**src/hms_pkg.sv**
```systemverilog
package hms_pkg;

  // Axis count bounds and default
  localparam int AXES_DEFAULT = 6;
  localparam int AXES_MAX     = 8;

  // Field widths fixed by the interface
  localparam int OP_W       = 3;
  localparam int AXIS_IDX_W = 3;
  localparam int PHASE_W    = 3;
  localparam int ELAPSED_W  = 24;
  localparam int BACKOFF_W  = 16;
  localparam int PCT_W      = 7;

  // Configuration port
  localparam int CFG_ADDR_W = 4;
  localparam int CFG_DATA_W = 32;

  // Register reset values
  localparam logic [ELAPSED_W-1:0] TIMEOUT_RST = 24'd1200000;
  localparam logic [BACKOFF_W-1:0] BACKOFF_RST = 16'd200;

  localparam logic [ELAPSED_W-1:0] ELAPSED_MAX = '1;

  // Progress scaling: quarters * 25 / count, count done by reciprocal
  localparam int                 PCT_PER_QUARTER = 25;
  localparam logic [PCT_W-1:0]   PCT_FULL        = 7'd100;
  localparam int                 RECIP_FRAC      = 16;
  localparam int                 RECIP_W         = RECIP_FRAC + 1;

  // Register map, word index
  typedef enum logic [1:0] {
    REG_AXIS_ENABLE    = 2'd0,
    REG_HOME_DIRECTION = 2'd1,
    REG_TIMEOUT_TICKS  = 2'd2,
    REG_BACKOFF_STEPS  = 2'd3
  } cfg_reg_e;

  // Operation codes
  typedef enum logic [OP_W-1:0] {
    OP_TICK      = 3'd0,
    OP_START_ALL = 3'd1,
    OP_STOP      = 3'd2,
    OP_INIT      = 3'd3,
    OP_START_ONE = 3'd4
  } op_e;

  // Per-axis homing phase
  typedef enum logic [PHASE_W-1:0] {
    PH_IDLE = 3'd0,
    PH_FAST = 3'd1,
    PH_BACK = 3'd2,
    PH_SLOW = 3'd3,
    PH_DONE = 3'd4,
    PH_ERR  = 3'd5
  } phase_e;

  // Drive speed codes
  localparam logic [1:0] DRIVE_STOP = 2'd0;
  localparam logic [1:0] DRIVE_FAST = 2'd1;
  localparam logic [1:0] DRIVE_SLOW = 2'd2;

  // Sequencer states
  typedef enum logic [2:0] {
    ST_IDLE,
    ST_WALK,
    ST_SCALE,
    ST_DIVIDE,
    ST_EMIT
  } seq_state_e;

  // One axis record in the state memory; all-zero is the reset value
  typedef struct packed {
    phase_e                phase;
    logic [ELAPSED_W-1:0]  elapsed;
    logic [BACKOFF_W-1:0]  backoff;
  } axis_rec_t;

  // Per-axis result of one update
  typedef struct packed {
    logic [1:0]   mode;
    logic         rev;
    logic         zero;
    logic         done;
    logic         err;
    logic         active;
    logic         enabled;
    logic [2:0]   quarters;
    phase_e       phase;
  } axis_out_t;

  // ceil(2^16 / d) for d in 1..8; exact floor division for products up to 800
  function automatic logic [RECIP_W-1:0] recip_f(input logic [3:0] d);
    logic [RECIP_W-1:0] r;
    unique case (d)
      4'd1:    r = 17'd65536;
      4'd2:    r = 17'd32768;
      4'd3:    r = 17'd21846;
      4'd4:    r = 17'd16384;
      4'd5:    r = 17'd13108;
      4'd6:    r = 17'd10923;
      4'd7:    r = 17'd9363;
      4'd8:    r = 17'd8192;
      default: r = '0;
    endcase
    return r;
  endfunction

endpackage

```
**src/multi_axis_homing_sequencer.sv**
```systemverilog
// Homing sequencer: per-axis records live in a small memory with a registered read port.
// Items are taken only in idle, so a new item waits until the last one has
// been emitted: each item walks the axes with one memory read/write per axis,
// then runs the two-stage progress divide; a result left waiting on out_ready_i
// holds off the next item for as long as it waits.
// Reset (rst_ni low, async): registers take their reset values, all axes read
// idle with zero counters, the sticky complete flag clears; no clearing pass.
module multi_axis_homing_sequencer #(
  parameter int AXES = hms_pkg::AXES_DEFAULT
) (
  input  logic                              clk_i,
  input  logic                              rst_ni,
  // configuration port
  input  logic                              psel,
  input  logic                              penable,
  input  logic                              pwrite,
  input  logic [hms_pkg::CFG_ADDR_W-1:0]    paddr,
  input  logic [hms_pkg::CFG_DATA_W-1:0]    pwdata,
  output logic [hms_pkg::CFG_DATA_W-1:0]    prdata,
  output logic                              pready,
  // input items
  input  logic                              in_valid_i,
  output logic                              in_ready_o,
  input  logic [hms_pkg::OP_W-1:0]          operation_i,
  input  logic [hms_pkg::AXIS_IDX_W-1:0]    axis_i,
  input  logic [AXES-1:0]                   endstop_hits_i,
  input  logic [AXES-1:0]                   backoff_step_done_i,
  // result items
  output logic                              out_valid_o,
  input  logic                              out_ready_i,
  output logic [2*AXES-1:0]                 drive_mode_o,
  output logic [AXES-1:0]                   drive_reverse_o,
  output logic [AXES-1:0]                   zero_position_o,
  output logic [AXES-1:0]                   done_mask_o,
  output logic [AXES-1:0]                   error_mask_o,
  output logic                              all_complete_o,
  output logic [hms_pkg::PCT_W-1:0]         progress_percent_o,
  output logic [3*AXES-1:0]                 axis_states_o
);

  localparam int AW = (AXES > 1) ? $clog2(AXES) : 1;
  localparam int QW = $clog2(4 * AXES + 1);
  localparam int CW = $clog2(AXES + 1);
  localparam logic [AW-1:0] LAST_AXIS = AW'(AXES - 1);

  // Configuration registers
  logic [AXES-1:0]                   axis_enable_q;
  logic [AXES-1:0]                   home_direction_q;
  logic [hms_pkg::ELAPSED_W-1:0]     timeout_ticks_q;
  logic [hms_pkg::BACKOFF_W-1:0]     backoff_steps_q;
  logic                              cfg_we;
  hms_pkg::cfg_reg_e                 cfg_sel;

  assign pready  = 1'b1;
  assign cfg_we  = psel && penable && pwrite;
  assign cfg_sel = hms_pkg::cfg_reg_e'(paddr[3:2]);

  always_ff @(posedge clk_i or negedge rst_ni) begin
    if (!rst_ni) begin
      axis_enable_q    <= '1;
      home_direction_q <= '0;
      timeout_ticks_q  <= hms_pkg::TIMEOUT_RST;
      backoff_steps_q  <= hms_pkg::BACKOFF_RST;
    end else if (cfg_we) begin
      unique case (cfg_sel)
        hms_pkg::REG_AXIS_ENABLE:    axis_enable_q    <= pwdata[AXES-1:0];
        hms_pkg::REG_HOME_DIRECTION: home_direction_q <= pwdata[AXES-1:0];
        hms_pkg::REG_TIMEOUT_TICKS:  timeout_ticks_q  <= pwdata[hms_pkg::ELAPSED_W-1:0];
        hms_pkg::REG_BACKOFF_STEPS:  backoff_steps_q  <= pwdata[hms_pkg::BACKOFF_W-1:0];
        default: ;
      endcase
    end
  end

  // Register readback
  always_comb begin
    unique case (cfg_sel)
      hms_pkg::REG_AXIS_ENABLE:    prdata = hms_pkg::CFG_DATA_W'(axis_enable_q);
      hms_pkg::REG_HOME_DIRECTION: prdata = hms_pkg::CFG_DATA_W'(home_direction_q);
      hms_pkg::REG_TIMEOUT_TICKS:  prdata = hms_pkg::CFG_DATA_W'(timeout_ticks_q);
      hms_pkg::REG_BACKOFF_STEPS:  prdata = hms_pkg::CFG_DATA_W'(backoff_steps_q);
      default:                     prdata = '0;
    endcase
  end

  // Sequencer state and item registers
  hms_pkg::seq_state_e            state_q, state_d;
  logic [AW-1:0]                  idx_q;
  logic [hms_pkg::OP_W-1:0]       op_q;
  logic [hms_pkg::AXIS_IDX_W-1:0] ax_q;
  logic [AXES-1:0]                hits_q;
  logic [AXES-1:0]                steps_q;
  logic [QW-1:0]                  quarters_q;
  logic [CW-1:0]                  count_q;
  logic                           active_q;
  logic                           flag_q;
  hms_pkg::axis_out_t             res_q [AXES];

  logic                           in_acc;
  logic                           walk;
  logic                           last_axis;
  logic                           emit_ok;
  logic                           rd_en;
  logic [AW-1:0]                  rd_addr;
  hms_pkg::axis_rec_t             rd_data;
  hms_pkg::axis_rec_t             wr_data;
  hms_pkg::axis_out_t             axis_res;
  logic [hms_pkg::PCT_W-1:0]      pct;
  logic                           out_valid_q;

  assign last_axis = (idx_q == LAST_AXIS);
  assign emit_ok   = !out_valid_q || out_ready_i;
  assign in_acc    = in_valid_i && in_ready_o;

  // Next-state logic
  always_comb begin
    state_d = state_q;
    unique case (state_q)
      hms_pkg::ST_IDLE:   if (in_valid_i) state_d = hms_pkg::ST_WALK;
      hms_pkg::ST_WALK:   if (last_axis) state_d = hms_pkg::ST_SCALE;
      hms_pkg::ST_SCALE:  state_d = hms_pkg::ST_DIVIDE;
      hms_pkg::ST_DIVIDE: state_d = hms_pkg::ST_EMIT;
      hms_pkg::ST_EMIT:   if (emit_ok) state_d = hms_pkg::ST_IDLE;
      default:            state_d = hms_pkg::ST_IDLE;
    endcase
  end

  // State-decoded controls; reads run one axis ahead of the update
  always_comb begin
    in_ready_o = 1'b0;
    walk       = 1'b0;
    rd_en      = 1'b0;
    rd_addr    = '0;
    unique case (state_q)
      hms_pkg::ST_IDLE: begin
        in_ready_o = 1'b1;
        rd_en      = in_valid_i;
      end
      hms_pkg::ST_WALK: begin
        walk    = 1'b1;
        rd_en   = !last_axis;
        rd_addr = idx_q + AW'(1);
      end
      default: ;
    endcase
  end

  always_ff @(posedge clk_i or negedge rst_ni) begin
    if (!rst_ni) begin
      state_q <= hms_pkg::ST_IDLE;
    end else begin
      state_q <= state_d;
    end
  end

  // Item capture, axis walk and accumulators
  always_ff @(posedge clk_i or negedge rst_ni) begin
    if (!rst_ni) begin
      idx_q      <= '0;
      quarters_q <= '0;
      count_q    <= '0;
      active_q   <= 1'b0;
      flag_q     <= 1'b0;
    end else if (in_acc) begin
      idx_q      <= '0;
      quarters_q <= '0;
      count_q    <= '0;
      active_q   <= 1'b0;
    end else if (walk) begin
      idx_q      <= idx_q + AW'(1);
      quarters_q <= quarters_q + QW'(axis_res.quarters);
      count_q    <= count_q + CW'(axis_res.enabled);
      active_q   <= active_q | axis_res.active;
      if (last_axis) begin
        if (op_q == hms_pkg::OP_TICK) begin
          if (!(active_q | axis_res.active)) flag_q <= 1'b1;
        end else if (op_q == hms_pkg::OP_START_ALL || op_q == hms_pkg::OP_INIT) begin
          flag_q <= 1'b0;
        end
      end
    end
  end

  always_ff @(posedge clk_i) begin
    if (in_acc) begin
      op_q    <= operation_i;
      ax_q    <= axis_i;
      hits_q  <= endstop_hits_i;
      steps_q <= backoff_step_done_i;
    end
    if (walk) begin
      res_q[idx_q] <= axis_res;
    end
  end

  // Axis record memory
  hms_state_mem #(
    .AXES (AXES),
    .AW   (AW)
  ) u_mem (
    .clk_i     (clk_i),
    .rst_ni    (rst_ni),
    .rd_en_i   (rd_en),
    .rd_addr_i (rd_addr),
    .rd_data_o (rd_data),
    .wr_en_i   (walk),
    .wr_addr_i (idx_q),
    .wr_data_i (wr_data)
  );

  // Per-axis update
  hms_axis_logic u_axis (
    .rec_i           (rd_data),
    .op_i            (op_q),
    .target_i        (4'(ax_q) == 4'(idx_q)),
    .enabled_i       (axis_enable_q[idx_q]),
    .hit_i           (hits_q[idx_q]),
    .step_i          (steps_q[idx_q]),
    .home_pos_i      (home_direction_q[idx_q]),
    .timeout_i       (timeout_ticks_q),
    .backoff_steps_i (backoff_steps_q),
    .rec_o           (wr_data),
    .res_o           (axis_res)
  );

  // Progress percentage
  hms_progress #(
    .AXES (AXES),
    .QW   (QW),
    .CW   (CW)
  ) u_progress (
    .clk_i      (clk_i),
    .quarters_i (quarters_q),
    .count_i    (count_q),
    .pct_o      (pct)
  );

  // Output register
  logic [2*AXES-1:0] mode_d;
  logic [AXES-1:0]   rev_d, zero_d, done_d, err_d;
  logic [3*AXES-1:0] states_d;
  logic              load_out;

  assign load_out = (state_q == hms_pkg::ST_EMIT) && emit_ok;

  always_comb begin
    for (int i = 0; i < AXES; i++) begin
      mode_d[2*i +: 2]   = res_q[i].mode;
      rev_d[i]           = res_q[i].rev;
      zero_d[i]          = res_q[i].zero;
      done_d[i]          = res_q[i].done;
      err_d[i]           = res_q[i].err;
      states_d[3*i +: 3] = res_q[i].phase;
    end
  end

  always_ff @(posedge clk_i or negedge rst_ni) begin
    if (!rst_ni) begin
      out_valid_q <= 1'b0;
    end else if (load_out) begin
      out_valid_q <= 1'b1;
    end else if (out_ready_i) begin
      out_valid_q <= 1'b0;
    end
  end

  always_ff @(posedge clk_i) begin
    if (load_out) begin
      drive_mode_o       <= mode_d;
      drive_reverse_o    <= rev_d;
      zero_position_o    <= zero_d;
      done_mask_o        <= done_d;
      error_mask_o       <= err_d;
      all_complete_o     <= flag_q;
      progress_percent_o <= pct;
      axis_states_o      <= states_d;
    end
  end

  assign out_valid_o = out_valid_q;

endmodule

```
**src/hms_state_mem.sv**
```systemverilog
module hms_state_mem #(
  parameter int AXES = hms_pkg::AXES_DEFAULT,
  parameter int AW   = (AXES > 1) ? $clog2(AXES) : 1
) (
  input  logic                clk_i,
  input  logic                rst_ni,
  input  logic                rd_en_i,
  input  logic [AW-1:0]       rd_addr_i,
  output hms_pkg::axis_rec_t  rd_data_o,
  input  logic                wr_en_i,
  input  logic [AW-1:0]       wr_addr_i,
  input  hms_pkg::axis_rec_t  wr_data_i
);

  hms_pkg::axis_rec_t mem [AXES];
  hms_pkg::axis_rec_t rd_data_q;
  logic [AXES-1:0]    vld_q;
  logic               rd_vld_q;

  // Storage array, one write port
  always_ff @(posedge clk_i) begin
    if (wr_en_i) begin
      mem[wr_addr_i] <= wr_data_i;
    end
  end

  // Registered read port
  always_ff @(posedge clk_i) begin
    if (rd_en_i) begin
      rd_data_q <= mem[rd_addr_i];
    end
  end

  // Written flags: an unwritten entry reads as the reset record
  always_ff @(posedge clk_i or negedge rst_ni) begin
    if (!rst_ni) begin
      vld_q    <= '0;
      rd_vld_q <= 1'b0;
    end else begin
      if (wr_en_i) begin
        vld_q[wr_addr_i] <= 1'b1;
      end
      if (rd_en_i) begin
        rd_vld_q <= vld_q[rd_addr_i];
      end
    end
  end

  assign rd_data_o = rd_vld_q ? rd_data_q : '0;

endmodule

```
**src/hms_axis_logic.sv**
```systemverilog
module hms_axis_logic (
  input  hms_pkg::axis_rec_t                  rec_i,
  input  logic [hms_pkg::OP_W-1:0]            op_i,
  input  logic                                target_i,
  input  logic                                enabled_i,
  input  logic                                hit_i,
  input  logic                                step_i,
  input  logic                                home_pos_i,
  input  logic [hms_pkg::ELAPSED_W-1:0]       timeout_i,
  input  logic [hms_pkg::BACKOFF_W-1:0]       backoff_steps_i,
  output hms_pkg::axis_rec_t                  rec_o,
  output hms_pkg::axis_out_t                  res_o
);

  hms_pkg::axis_rec_t             nxt;
  logic [hms_pkg::ELAPSED_W-1:0]  el_inc;
  logic                           moving;
  logic                           active;
  logic                           zero;

  assign moving = (rec_i.phase == hms_pkg::PH_FAST) || (rec_i.phase == hms_pkg::PH_BACK) ||
                  (rec_i.phase == hms_pkg::PH_SLOW);
  assign el_inc = (rec_i.elapsed != hms_pkg::ELAPSED_MAX) ?
                  rec_i.elapsed + hms_pkg::ELAPSED_W'(1) : rec_i.elapsed;

  // Phase and counter update for this operation
  always_comb begin
    nxt    = rec_i;
    active = 1'b0;
    zero   = 1'b0;
    unique case (op_i)
      hms_pkg::OP_TICK: begin
        if (enabled_i && moving) begin
          nxt.elapsed = el_inc;
          if (el_inc > timeout_i) begin
            nxt.phase = hms_pkg::PH_ERR;
          end else begin
            active = 1'b1;
            unique case (rec_i.phase)
              hms_pkg::PH_FAST: begin
                if (hit_i) begin
                  nxt.phase   = hms_pkg::PH_BACK;
                  nxt.backoff = backoff_steps_i;
                end
              end
              hms_pkg::PH_BACK: begin
                if (rec_i.backoff == '0) begin
                  nxt.phase = hms_pkg::PH_SLOW;
                end else if (step_i) begin
                  nxt.backoff = rec_i.backoff - hms_pkg::BACKOFF_W'(1);
                end
              end
              hms_pkg::PH_SLOW: begin
                if (hit_i) begin
                  nxt.phase = hms_pkg::PH_DONE;
                  zero      = 1'b1;
                end
              end
              default: ;
            endcase
          end
        end
      end
      hms_pkg::OP_START_ALL: begin
        if (enabled_i) begin
          nxt.phase   = hms_pkg::PH_FAST;
          nxt.elapsed = '0;
        end else begin
          nxt.phase = hms_pkg::PH_DONE;
        end
      end
      hms_pkg::OP_STOP: begin
        nxt.phase = hms_pkg::PH_IDLE;
      end
      hms_pkg::OP_INIT: begin
        nxt.phase   = hms_pkg::PH_IDLE;
        nxt.elapsed = '0;
      end
      hms_pkg::OP_START_ONE: begin
        if (target_i && enabled_i) begin
          nxt.phase   = hms_pkg::PH_FAST;
          nxt.elapsed = '0;
        end
      end
      default: ;
    endcase
  end

  // Drive, status and progress contribution from the new phase
  always_comb begin
    res_o          = '0;
    res_o.phase    = nxt.phase;
    res_o.zero     = zero;
    res_o.active   = active;
    res_o.enabled  = enabled_i;
    unique case (nxt.phase)
      hms_pkg::PH_FAST: begin
        res_o.mode     = hms_pkg::DRIVE_FAST;
        res_o.rev      = !home_pos_i;
        res_o.quarters = 3'd1;
      end
      hms_pkg::PH_BACK: begin
        res_o.mode     = hms_pkg::DRIVE_FAST;
        res_o.rev      = home_pos_i;
        res_o.quarters = 3'd2;
      end
      hms_pkg::PH_SLOW: begin
        res_o.mode     = hms_pkg::DRIVE_SLOW;
        res_o.rev      = !home_pos_i;
        res_o.quarters = 3'd3;
      end
      hms_pkg::PH_DONE: begin
        res_o.mode     = hms_pkg::DRIVE_STOP;
        res_o.done     = 1'b1;
        res_o.quarters = 3'd4;
      end
      hms_pkg::PH_ERR: begin
        res_o.err = 1'b1;
      end
      default: ;
    endcase
    if (!enabled_i) begin
      res_o.quarters = '0;
    end
  end

  assign rec_o = nxt;

endmodule

```
**src/hms_progress.sv**
```systemverilog
module hms_progress #(
  parameter int AXES = hms_pkg::AXES_DEFAULT,
  parameter int QW   = $clog2(4 * AXES + 1),
  parameter int CW   = $clog2(AXES + 1)
) (
  input  logic                       clk_i,
  input  logic [QW-1:0]              quarters_i,
  input  logic [CW-1:0]              count_i,
  output logic [hms_pkg::PCT_W-1:0]  pct_o
);

  localparam int PW = $clog2(hms_pkg::PCT_PER_QUARTER * 4 * AXES + 1);
  localparam int MW = PW + hms_pkg::RECIP_W;

  logic [PW-1:0]               prod_q;
  logic [CW-1:0]               cnt_q;
  logic [hms_pkg::RECIP_W-1:0] recip;
  logic [MW-1:0]               scaled;
  logic [hms_pkg::PCT_W-1:0]   pct_q;

  // Stage 1: quarters times 25
  always_ff @(posedge clk_i) begin
    prod_q <= PW'(quarters_i * hms_pkg::PCT_PER_QUARTER);
    cnt_q  <= count_i;
  end

  // Stage 2: divide by the enabled count through its reciprocal
  assign recip  = hms_pkg::recip_f(4'(cnt_q));
  assign scaled = MW'(prod_q) * MW'(recip);

  always_ff @(posedge clk_i) begin
    pct_q <= (cnt_q == '0) ? hms_pkg::PCT_FULL :
             scaled[hms_pkg::RECIP_FRAC +: hms_pkg::PCT_W];
  end

  assign pct_o = pct_q;

endmodule
```
**config.mk**
```make
export PLATFORM = sky130hd
export DESIGN_NAME = multi_axis_homing_sequencer
export DESIGN_NICKNAME = d
export VERILOG_FILES = /design/src/hms_pkg.sv /design/src/multi_axis_homing_sequencer.sv /design/src/hms_state_mem.sv /design/src/hms_axis_logic.sv /design/src/hms_progress.sv
export SDC_FILE = /design/constraint.sdc
export NUM_CORES = 1
export LEC_CHECK = 0
export ABC_AREA = 1
export BUFFER_PORTS_ARGS = -buffer_cell sky130_fd_sc_hd__buf_2
export CAP_MARGIN = 20
export CORE_AREA = 2 2 255 257
export CTS_CLUSTER_SIZE = 12
export DETAILED_ROUTE_END_ITERATION = 8
export DIE_AREA = 0 0 257 259
export PLACE_DENSITY_LB_ADDON = 0.12
export SETUP_SLACK_MARGIN = 0.4
export SLEW_MARGIN = 20
export SYNTH_ARGS = -nofsm -noshare
export SYNTH_HDL_FRONTEND = slang
export SYNTH_HIERARCHICAL = 1
export SYNTH_SLANG_ARGS = --single-unit
```
**constraint.sdc**
```tcl
create_clock -name clk_i -period 5.86 [get_ports clk_i]
set_input_delay 1.758 -clock clk_i [delete_from_list [all_inputs] [get_ports clk_i]]
set_output_delay 1.758 -clock clk_i [all_outputs]
set_load 0.02 [all_outputs]
```
**Word level (Yosys, flattened, before mapping)**

Memory sizes are Yosys's and may differ from the RTL's. A register that Yosys moved wholly into a read port is not among the register bits.
Cells that the tools add are included.

- $add $sub $neg: 5
- Multipliers: 2
- Magnitude comparators: 4
- Equal/unequal tests: 33
- Multiplexer cells: 70
- Bitwise logic cells: 3
- Reduce and logical (&&, ||, !) cells: 31

Operator list:

| cell | number |
|---|---|
| 32-bit case mux with 4 select lines | 1 |
| 17-bit case mux with 7 select lines | 1 |
| 24-bit case mux with 4 select lines | 1 |
| 43-bit 2-to-1 mux | 2 |
| 16-bit 2-to-1 mux | 5 |
| 24-bit 2-to-1 mux | 2 |
| 3-bit 2-to-1 mux | 14 |
| 16-bit case mux with 2 select lines | 1 |
| 3-bit by 2-bit == test with 1-bit output, second input constant | 10 |
| 3-bit == test, second input constant | 9 |
| 1-bit 2-to-1 mux | 27 |
| 27-bit 2-to-1 mux | 1 |
| 24-bit by 1-bit adder with 24-bit output, second input constant | 1 |
| 24-bit greater-than comparator | 1 |
| 24-bit inequality test, second input constant | 1 |
| 3-bit case mux with 4 select lines | 2 |
| 10-bit by 17-bit multiplier with 23-bit output | 1 |
| 16-bit logical NOT | 1 |
| 16-bit by 1-bit subtractor with 16-bit output, second input constant | 1 |
| 1-bit binary-select mux with 3-bit select | 5 |
| 3-bit by 1-bit == test with 1-bit output, second input constant | 5 |
| 3-bit case mux with 5 select lines | 1 |
| 5-bit by 5-bit multiplier with 10-bit output, second input constant | 1 |
| 5-bit 2-to-1 mux | 2 |
| 26 further kinds | 52 |

- Bits in registers: 122
- Bits in writable memories: 342
- Bits of input ports: 61
- Output and inout bits: 97
- Word-level logic and storage cells: 172
- Memories: 2

Memories:

| name | depth | bits a word | read ports | clocked after memory_dff | write ports | line | source |
|---|---|---|---|---|---|---|---|
| u_mem.mem | 6 | 43 | 1 | 1 | 1 | hms_state_mem.sv:15 | `hms_pkg::axis_rec_t mem [AXES];` |
| res_q | 6 | 14 | 6 | 6 | 1 | multi_axis_homing_sequencer.sv:97 | `hms_pkg::axis_out_t res_q [AXES];` |

**Depth between registers and ports, before layout**

Gate-level depths: netlist of run 1.

- Depth in word-level cells: 14
- Gate-level depth with buffers: 37
- Gate-level depth less buffers: 35

**Hierarchy**

The synthesis of run 1 kept the hierarchy.

Modules (own cells, without submodules):

| module | times used | cells each | area an instance (um^2) | sequential area each (um^2) |
|---|---|---|---|---|
| hms_state_mem | 1 | 921 | 11965.2 | 9213.8 |
| multi_axis_homing_sequencer | 1 | 597 | 7702.4 | 5771.8 |
| hms_progress | 1 | 710 | 5605.4 | 400.4 |
| hms_axis_logic | 1 | 616 | 3159.3 | 0.0 |

**Worst setup path before layout of run 1**

Ideal clock, no wire load.

- Path type: in2reg
- Start: in out_ready_i
- End: reg all_complete_o, enable pin
- Library setup time: 502 ps
- Data arrival time: 4795 ps
- Required time: 5358 ps
- Path slack: 563 ps
- Stages: 2
- Buffers on the path: 0
- Path through: inv_1 a21oi_1

- Word-level cells in the longest chain between the ends: 2

Ends and longest elaborated chain:

| what | line | source |
|---|---|---|
| from (decl) | multi_axis_homing_sequencer.sv:30 | `input logic out_ready_i,` |
| 1-bit logical OR | multi_axis_homing_sequencer.sv:112 | `assign emit_ok = !out_valid_q \|\| out_ready_i;` |
| 1-bit logical AND | multi_axis_homing_sequencer.sv:244 | `assign load_out = (state_q == hms_pkg::ST_EMIT) && emit_ok;` |
| via load_out | multi_axis_homing_sequencer.sv:242 | `logic load_out;` |
| to (signal assigned) | multi_axis_homing_sequencer.sv:274 | `all_complete_o <= flag_q;` |
| to (decl) | multi_axis_homing_sequencer.sv:36 | `output logic all_complete_o,` |

The timed path passes the listed nets, and every way through them passes these cells.
A chain may end at the register's enable or synchronous reset.

**Worst setup path after layout of run 1**

- Start: reg u_progress.cnt_q[1]
- End: reg u_progress.pct_q (netlist bit u_progress/pct_o[2])

- Word-level cells in the longest chain between the ends: 3
- Elaborated cells between the ends (all ways): 10
- Classes of those cells: mul (1); eq/ne (7); mux (1); reduce/logical (1)

Ends and longest elaborated chain:

| what | line | source |
|---|---|---|
| from (decl) | hms_progress.sv:16 | `logic [CW-1:0] cnt_q;` |
| from (signal assigned) | hms_progress.sv:24 | `cnt_q <= count_i;` |
| 3-bit == test, or another cell as far along | hms_pkg.sv:95 | `unique case (d)` |
| 17-bit case mux with 7 select lines | hms_pkg.sv:95 |  |
| 10-bit by 17-bit multiplier with 23-bit output | hms_progress.sv:29 | `assign scaled = MW'(prod_q) * MW'(recip);` |
| to (signal assigned) | hms_progress.sv:32 | `pct_q <= (cnt_q == '0) ? hms_pkg::PCT_FULL :` |
| to (decl) | hms_progress.sv:19 | `logic [hms_pkg::PCT_W-1:0] pct_q;` |

Several ways; a longest one is shown, not always the timed one.

==> flow_metrics.py, run 1 <==
metrics = {
    "pwr": {
        "p_per_area_nw_per_um2": 499,
        "p_comb_share_pct": 41.0,
        "pwr-share-clk_pct": 21.0,
        "internal_power_mw": 9.47,
        "p_leak_nw": 14.0,
        "power.switching_mw": 6.64,
        "ir_worst_vdd_mv": 0.347,
        "p_sw_share_pct": 41.2,
        "seqPwrFrac_pct": 38.0,
    },
    "drt": {
        "drc": 0,
        "via_per_inst": 5.18,
        "first_pass_iters": 5,
        "wl_per_cell_um": 19.4,
        "drtAntennaViolNets": 0,
        "postRouteWirelength_um": 76300,
        "dr.first_iter.drc_count": 1326,
        "vias": 20345,
    },
    "final_layout": {
        "areaGrowthSynthToFinish_pct": 13.5,
        "finalNonFillerCells": 3925,
        "utilization_pct": 50.5,
        "fin_nets": 3289,
        "layout-drive-gt1-share_pct": 15.6,
    },
    "synthesis": {
        "netlist.area_leader.share_pct": 45.9,
        "yosysSeqAreaShare_pct": 54.1,
        "syn_avg_cell_area_um2": 10.0,
        "ys.flop_type": "edfxtp_1",
        "synth-edff-count": 435,
        "synth.cell_area_um2": 28400,
        "yosysWarnings": 6,
        "yosysMostFrequentCell": "nand2_1",
        "yosys.cell_types.count": 59,
        "synthTopCellsByArea": "edfxtp_1 46%, nand2_1 8.8%, fa_1 7.9%",
        "synth_common_cells": "667 x nand2_1, 435 x edfxtp_1, 391 x inv_1",
        "async_flop_share_pct": 14.3,
        "synthCells": 2844,
        "yosysTopAreaCell": "edfxtp_1",
        "ys_ff_latch": 531,
    },
    "global_route": {
        "grt_max_degree": 108,
        "grt_pass1_wl_um": 119000,
        "overflow": 0,
        "grt_pass1_vias": 20515,
        "track_usage_pct": 23.1,
        "antenna_found_initial": 1,
    },
    "critical_path": {
        "cpPeakStageDelay_ns": 0.59,
        "regToRegStartpoint": "u_progress/cnt_q[1]$_DFF_P_",
        "crit_path_end": "u_progress/pct_o[2]$_SDFF_PN1_",
        "critPathRequiredTime_ns": 6.34,
        "timing.rr.end": "u_progress/pct_o[2]$_SDFF_PN1_",
        "worst_setup_path_start_kind": "flip-flop",
        "cp.arrival_ns": 5.75,
        "slowest_stage": "fa_1",
        "cp_max_fo": 7,
        "crit_type": "flip-flop to flip-flop",
        "crit_path_start": "u_progress/cnt_q[1]$_DFF_P_",
        "reg2reg_depth": 25,
        "rrSetupSlack_ns": 0.60,
        "endpoint_kind": "flip-flop",
        "cp_common_cell": "fa_1",
    },
    "flow_run": {
        "drv_cap": 0,
    },
    "cts": {
        "clockBufferDepth": 3,
        "cts_made_buffers": 56,
        "clock_sinks": 531,
        "clk_latency_ns": 0.61,
        "cts_tree": "yes",
        "h-tree-depth": 2,
        "clkSlewWorstSetupHoldPaths_ns": 0.06,
        "cts_root_buf": "clkbuf_16",
    },
    "placement": {
        "port_buffers": 138,
        "gp_congestion": 0.927,
        "dp_hpwl_um": 53200,
        "dp.cells": 3807,
    },
    "floorplanning": {
        "core-area_um2": 63900,
        "die_h_um": 259,
        "die_width_um": 257,
        "initial_utilization_pct": 44.5,
        "io-pin-count": 158,
        "rows": 93,
        "die-area_um2": 66600,
    },
    "sta": {
        "worstMarginPinSlew_ns": 1.06,
        "slew_viol_final": 0,
        "period_needed_ns": 5.26,
        "relSlewSlack_pct": 29.3,
        "skew_ns": 0.0179,
        "hold_violations": 0,
        "fmaxAchievable_ghz": 0.190,
        "fin_tns_setup_ns": 0,
        "rsz0062_at_grt": "yes",
        "period_share_pct": 89.8,
        "setup_viol": 0,
    },
    "outcome": {
        "status": "finished clean",
    },
    "hold_path": {
        "hold_path.class": "flip-flop to flip-flop",
    },
}
timing repair:
action | 4_1_cts | 5_1_grt
gates resized for setup | 9 | 69
setup buffers | 0 | 11
hold buffers | 0 | 0
setup endpoints to repair | 7 | 11
pin swaps | 0 | 20
power by group through the flow:
stage               registers [mW]  clock network (mW)  logic (mW)
global placement              6.16                   0        6.35
CTS                           6.12                3.46        6.54
finish                        6.12                3.39        6.60
detailed placement            6.18                   0        6.50
global route                  6.21                3.61        7.40
floorplan                     6.07                   0        4.49
how the worst min path moves through the flow:
stage / slack (ns) / cells after the start / start / endpoint
floorplan: 0.37 / 0 / count_q[0]$_DFFE_PN0P_ / u_progress/cnt_q[0]$_DFF_P_
global placement: 0.39 / 0 / count_q[1]$_DFFE_PN0P_ / u_progress/cnt_q[1]$_DFF_P_
detailed placement: 0.39 / 0 / count_q[1]$_DFFE_PN0P_ / u_progress/cnt_q[1]$_DFF_P_
CTS: 0.41 / 0 / count_q[1]$_DFFE_PN0P_ / u_progress/cnt_q[1]$_DFF_P_
global route: 0.41 / 0 / u_progress/pct_o[1]$_SDFF_PN0_ / progress_percent_o[1]$_DFFE_PP_
finish: 0.41 / 0 / u_progress/pct_o[0]$_SDFF_PN0_ / progress_percent_o[0]$_DFFE_PP_
layout make-up:
cell class	count	area [um2]
fillers	5800	31600
flip-flops and latches	531	15400
multi-input cells	1806	11200
clock buffers	90	1630
inverters	409	1550
repair buffers	217	1310
well taps	855	1070
clock inverters	16	120
diodes	1	2.50
critical path: cells and delay by family (launching register included):
kind	cells	cell delay, ns
AO/OA/AOI/OAI	1	0.16
buffers and inverters	5	0.34
AND/OR/NAND/NOR	13	1.26
flip-flops	1	0.38
adder cells (fa/ha/maj)	6	2.99
cell families after synthesis:
kind of cell	Yosys count	share of synthesized area, %
compound gates	339	6.73
xor+xnor	39	1.25
fa+ha+maj	207	12.1
buf+inv	514	7.71
flops	531	54.1
mux	1	0.0396
other cells	2	0.0264
simple gates	1211	18.1
through the flow:
stage	hold WS, ns	instance area, um2	setup WS, ns	power (mW)
3_3_place_gp	0.392	30100	-0.0376	12.5
5_1_grt	0.410	32300	0.377	17.2
6_report	0.406	32300	0.595	16.1
3_5_place_dp	0.394	30100	-0.0360	12.7
2_1_floorplan	0.374	28500	0.563	10.6
4_1_cts	0.407	31900	0.408	16.1
sequential cells by signal (all words and copies together) (netlist names), 7 cells and up:
name and count:
u_progress/pct_o 7, progress_percent_o 7, u_mem/mem 258, timeout_ticks_q 24, axis_states_o 18, drive_mode_o 12, u_progress/prod_q 10, backoff_steps_q 16
res_q 54, u_mem/rd_data_q 43
metal layers:
| metal | global-route usage (%) | wire length (um) | up-vias |
|---|---|---|---|
| met5 | 0 | 0 | - |
| met4 | 7.06 | 2010 | 0 |
| met3 | 2.42 | 3630 | 114 |
| met2 | 38.5 | 36000 | 597 |
| met1 | 32.1 | 34600 | 9964 |
| li1 | - | - | 9670 |
placed cells by master (no fill, tap or decap), drive strengths merged, types with 17 or more instances in the layout:
cell,synthesis,layout
nand2,693,693
edfxtp,435,435
inv,408,409
nor2,257,257
o21ai,229,229
buf,77,217
nand3,209,209
fa,112,112
ha,95,95
clkbuf,28,90
a21oi,62,62
dfrtp,59,59
xor2,37,37
nor3,26,26
dfxtp,20,20
nand4,18,18
dfstp,17,17
No activity file was read; power rests on OpenSTA's default activity.
==> run 2: changes to the inputs <==
--- a/config.mk
+++ b/config.mk
@@ -8,10 +8,12 @@
 export ABC_AREA = 1
 export BUFFER_PORTS_ARGS = -buffer_cell sky130_fd_sc_hd__buf_2
 export CAP_MARGIN = 20
-export CORE_AREA = 2 2 255 257
+export CELL_PAD_IN_SITES_DETAIL_PLACEMENT = 1
+export CELL_PAD_IN_SITES_GLOBAL_PLACEMENT = 2
+export CORE_AREA = 4 4 272 274
 export CTS_CLUSTER_SIZE = 12
 export DETAILED_ROUTE_END_ITERATION = 8
-export DIE_AREA = 0 0 257 259
+export DIE_AREA = 0 0 276 278
 export PLACE_DENSITY_LB_ADDON = 0.12
 export SETUP_SLACK_MARGIN = 0.4
 export SLEW_MARGIN = 20
==> run 2 against run 1 <==
Via count grew 1.6%. Non-clock buffer count grew 54. Sequential share of layout area shrank 1.1 points. Clock power grew 4%. Critical path depth shrank 1. Worst hold slack gained 0.011 ns. Largest cell class unchanged. Critical path type unchanged. Register-to-register slack is essentially flat. Worst setup slack gained 0.010 ns. Global-route usage shrank 1.1 points. Final cell count grew 3.8%.
==> flow_metrics.py, run 2 (synthesis results as in run 1) <==
metrics = {
    "final_layout": {
        "final_common_cell": "nand2_1",
        "fin_nets": 3344,
        "largest_register_ffs": 258,
        "regMostFlops": "u_mem/mem",
        "areaGrowthSynthToFinish_pct": 16.2,
        "layout-drive-gt1-share_pct": 17.9,
        "fin_area_um2": 33100,
        "mostFrequentLayoutCells": "651 x nand2_1, 435 x edfxtp_1, 383 x inv_1",
        "largest_registers": "u_mem/mem x258, res_q x54, u_mem/rd_data_q x43",
    },
    "cts": {
        "clk_latency_ns": 0.61,
        "clockBufferDepth": 3,
        "clkSlewWorstSetupHoldPaths_ns": 0.06,
        "cts_tree": "yes",
        "clock_sinks": 531,
        "cts_made_buffers": 57,
        "cts_root_buf": "clkbuf_16",
        "h-tree-depth": 2,
    },
    "flow_run": {
        "drv_cap": 0,
    },
    "drt": {
        "dr.first_iter.drc_count": 1133,
        "wl_per_cell_um": 21.0,
        "vias": 20675,
        "drc": 0,
        "drtAntennaViolNets": 0,
        "via_per_inst": 5.07,
        "first_pass_iters": 5,
        "postRouteWirelength_um": 85400,
    },
    "hold_path": {
        "hold_path.class": "flip-flop to flip-flop",
    },
    "pwr": {
        "p_per_area_nw_per_um2": 504,
        "p_leak_nw": 14.4,
        "ir_worst_vdd_mv": 0.299,
        "power_mw": 16.7,
    },
    "critical_path": {
        "cp_cell_sequence": "inv_2 -> buf_4 -> nor3_4 -> inv_2 -> nand2_4 -> nand2_4 -> buf_4 -> fa_1 -> inv_1 -> fa_1 -> inv_2 -> fa_1 -> inv_1 -> fa_1 -> inv_1 -> fa_1 -> inv_1 -> ha_4 -> a21o_1 -> o21bai_1 -> a21o_1 -> nand2_1 -> nand3_1 -> a21oi_2",
        "reg2reg_depth": 24,
        "slowest_stage": "fa_1",
        "worst-path-stages": 24,
        "cp_max_fo": 4,
        "cpPeakStageDelay_ns": 0.54,
        "cp_top_family": "adder cells",
        "timing.rr.end": "u_progress/pct_o[1]$_SDFF_PN0_",
        "cp_num_buf_inv": 9,
        "critPathRequiredTime_ns": 6.39,
        "cp_common_cell": "fa_1",
        "crit_type": "flip-flop to flip-flop",
        "rrSetupSlack_ns": 0.61,
        "endpoint_kind": "flip-flop",
        "cp.arrival_ns": 5.79,
        "crit_path_end": "u_progress/pct_o[1]$_SDFF_PN0_",
        "worst_setup_path_start_kind": "flip-flop",
        "regToRegStartpoint": "u_progress/cnt_q[1]$_DFF_P_",
        "crit_path_start": "u_progress/cnt_q[1]$_DFF_P_",
    },
    "global_route": {
        "grt_pass1_wl_um": 132000,
        "grt_max_degree": 80,
        "antenna_found_initial": 0,
        "overflow": 0,
        "grt_pass1_vias": 21972,
        "track_usage_pct": 22.0,
    },
    "sta": {
        "hold_violations": 0,
        "fmaxAchievable_ghz": 0.190,
        "setup_viol": 0,
        "period_share_pct": 89.7,
        "worstMarginPinSlew_ns": 1.11,
        "period_needed_ns": 5.25,
        "rsz0062_at_grt": "yes",
        "skew_ns": 0.0175,
        "fin_tns_setup_ns": 0,
        "slew_viol_final": 0,
        "hold_ws_ns": 0.417,
        "relSlewSlack_pct": 25.5,
    },
    "placement": {
        "gp_congestion": 0.848,
        "dpl_cell_area_um2": 30700,
        "dp_hpwl_um": 62100,
        "port_buffers": 138,
    },
    "outcome": {
        "status": "finished clean",
    },
    "floorplanning": {
        "die_h_um": 278,
        "die_width_um": 276,
        "io-pin-count": 158,
        "die-area_um2": 76700,
        "rows": 98,
        "core-area_um2": 71400,
        "initial_utilization_pct": 39.8,
    },
}
[run 2: changes by cell type in the layout (fill, tap and decap cells not counted), sizes merged]
cell / before / now
bufinv: 1 / 4
clkinvlp: 2 / 1
inv: 409 / 411
buf: 217 / 271
clkinv: 13 / 20
clkbuf: 90 / 81
[run 2: worst register-to-register path: cells and delay by family, from the launching register on]
family          cells  cell delay [ns]
buf+inv             9             0.72
fa+ha+maj           6             2.85
flops               1             0.39
compound gates      4             0.71
simple gates        5             0.51
[run 2: worst min path at each step]
stage               depth (start not counted)                           start                              end
finish                                      0           res_q[5][1]$_DFFE_PP_      axis_states_o[16]$_DFFE_PP_
CTS                                         0           res_q[5][1]$_DFFE_PP_      axis_states_o[16]$_DFFE_PP_
global route                                0           res_q[5][1]$_DFFE_PP_      axis_states_o[16]$_DFFE_PP_
global placement                            0  u_progress/pct_o[4]$_SDFF_PN0_  progress_percent_o[4]$_DFFE_PP_
detailed placement                          0          count_q[1]$_DFFE_PN0P_      u_progress/cnt_q[1]$_DFF_P_
floorplan                                   0          count_q[0]$_DFFE_PN0P_      u_progress/cnt_q[0]$_DFF_P_
[run 2: repair_timing]
action | CTS | global route
setup buffers | 0 | 10
hold buffers | 0 | 0
pin swaps | 0 | 29
resized for setup | 11 | 102
endpoints found under the setup margin | 10 | 10
[run 2: routing by layer]
metal / part of all wire [%] / up-vias / GRT usage, % / wire, um
met3: 3.2 / 76 / 2.43 / 2760
li1: - / 9788 / - / -
met4: 1.4 / 0 / 3.41 / 1190
met1: 47 / 10497 / 31.1 / 40000
met2: 49 / 314 / 37.7 / 41400
met5: 0 / - / 0 / 0
[run 2: area by class of cell]
cell class	count	area, um2
inverters	409	1550
repair buffers	271	1770
well taps	950	1190
clock inverters	27	256
multi-input cells	1806	11300
fillers	8018	38300
clock buffers	81	1560
flip-flops and latches	531	15400
diodes	1	2.50
[run 2: power by group]
part           switching, mW  leakage, nW  internal [mW]
Clock                   1.48        0.884           2.03
Sequential             0.419         5.13           5.72
Combinational           5.06         8.35           1.97
[run 2: metrics by stage]
| stage | instances | setup slack (ns) | util [%] |
|---|---|---|---|
| floorplan | 2851 | 0.563 | - |
| global placement | 3955 | 0.0680 | 43.0 |
| detailed placement | 3955 | 0.0787 | 43.0 |
| CTS | 4063 | 0.404 | 45.6 |
| global route | 4075 | 0.329 | 46.3 |
| finish | 4076 | 0.605 | 46.3 |
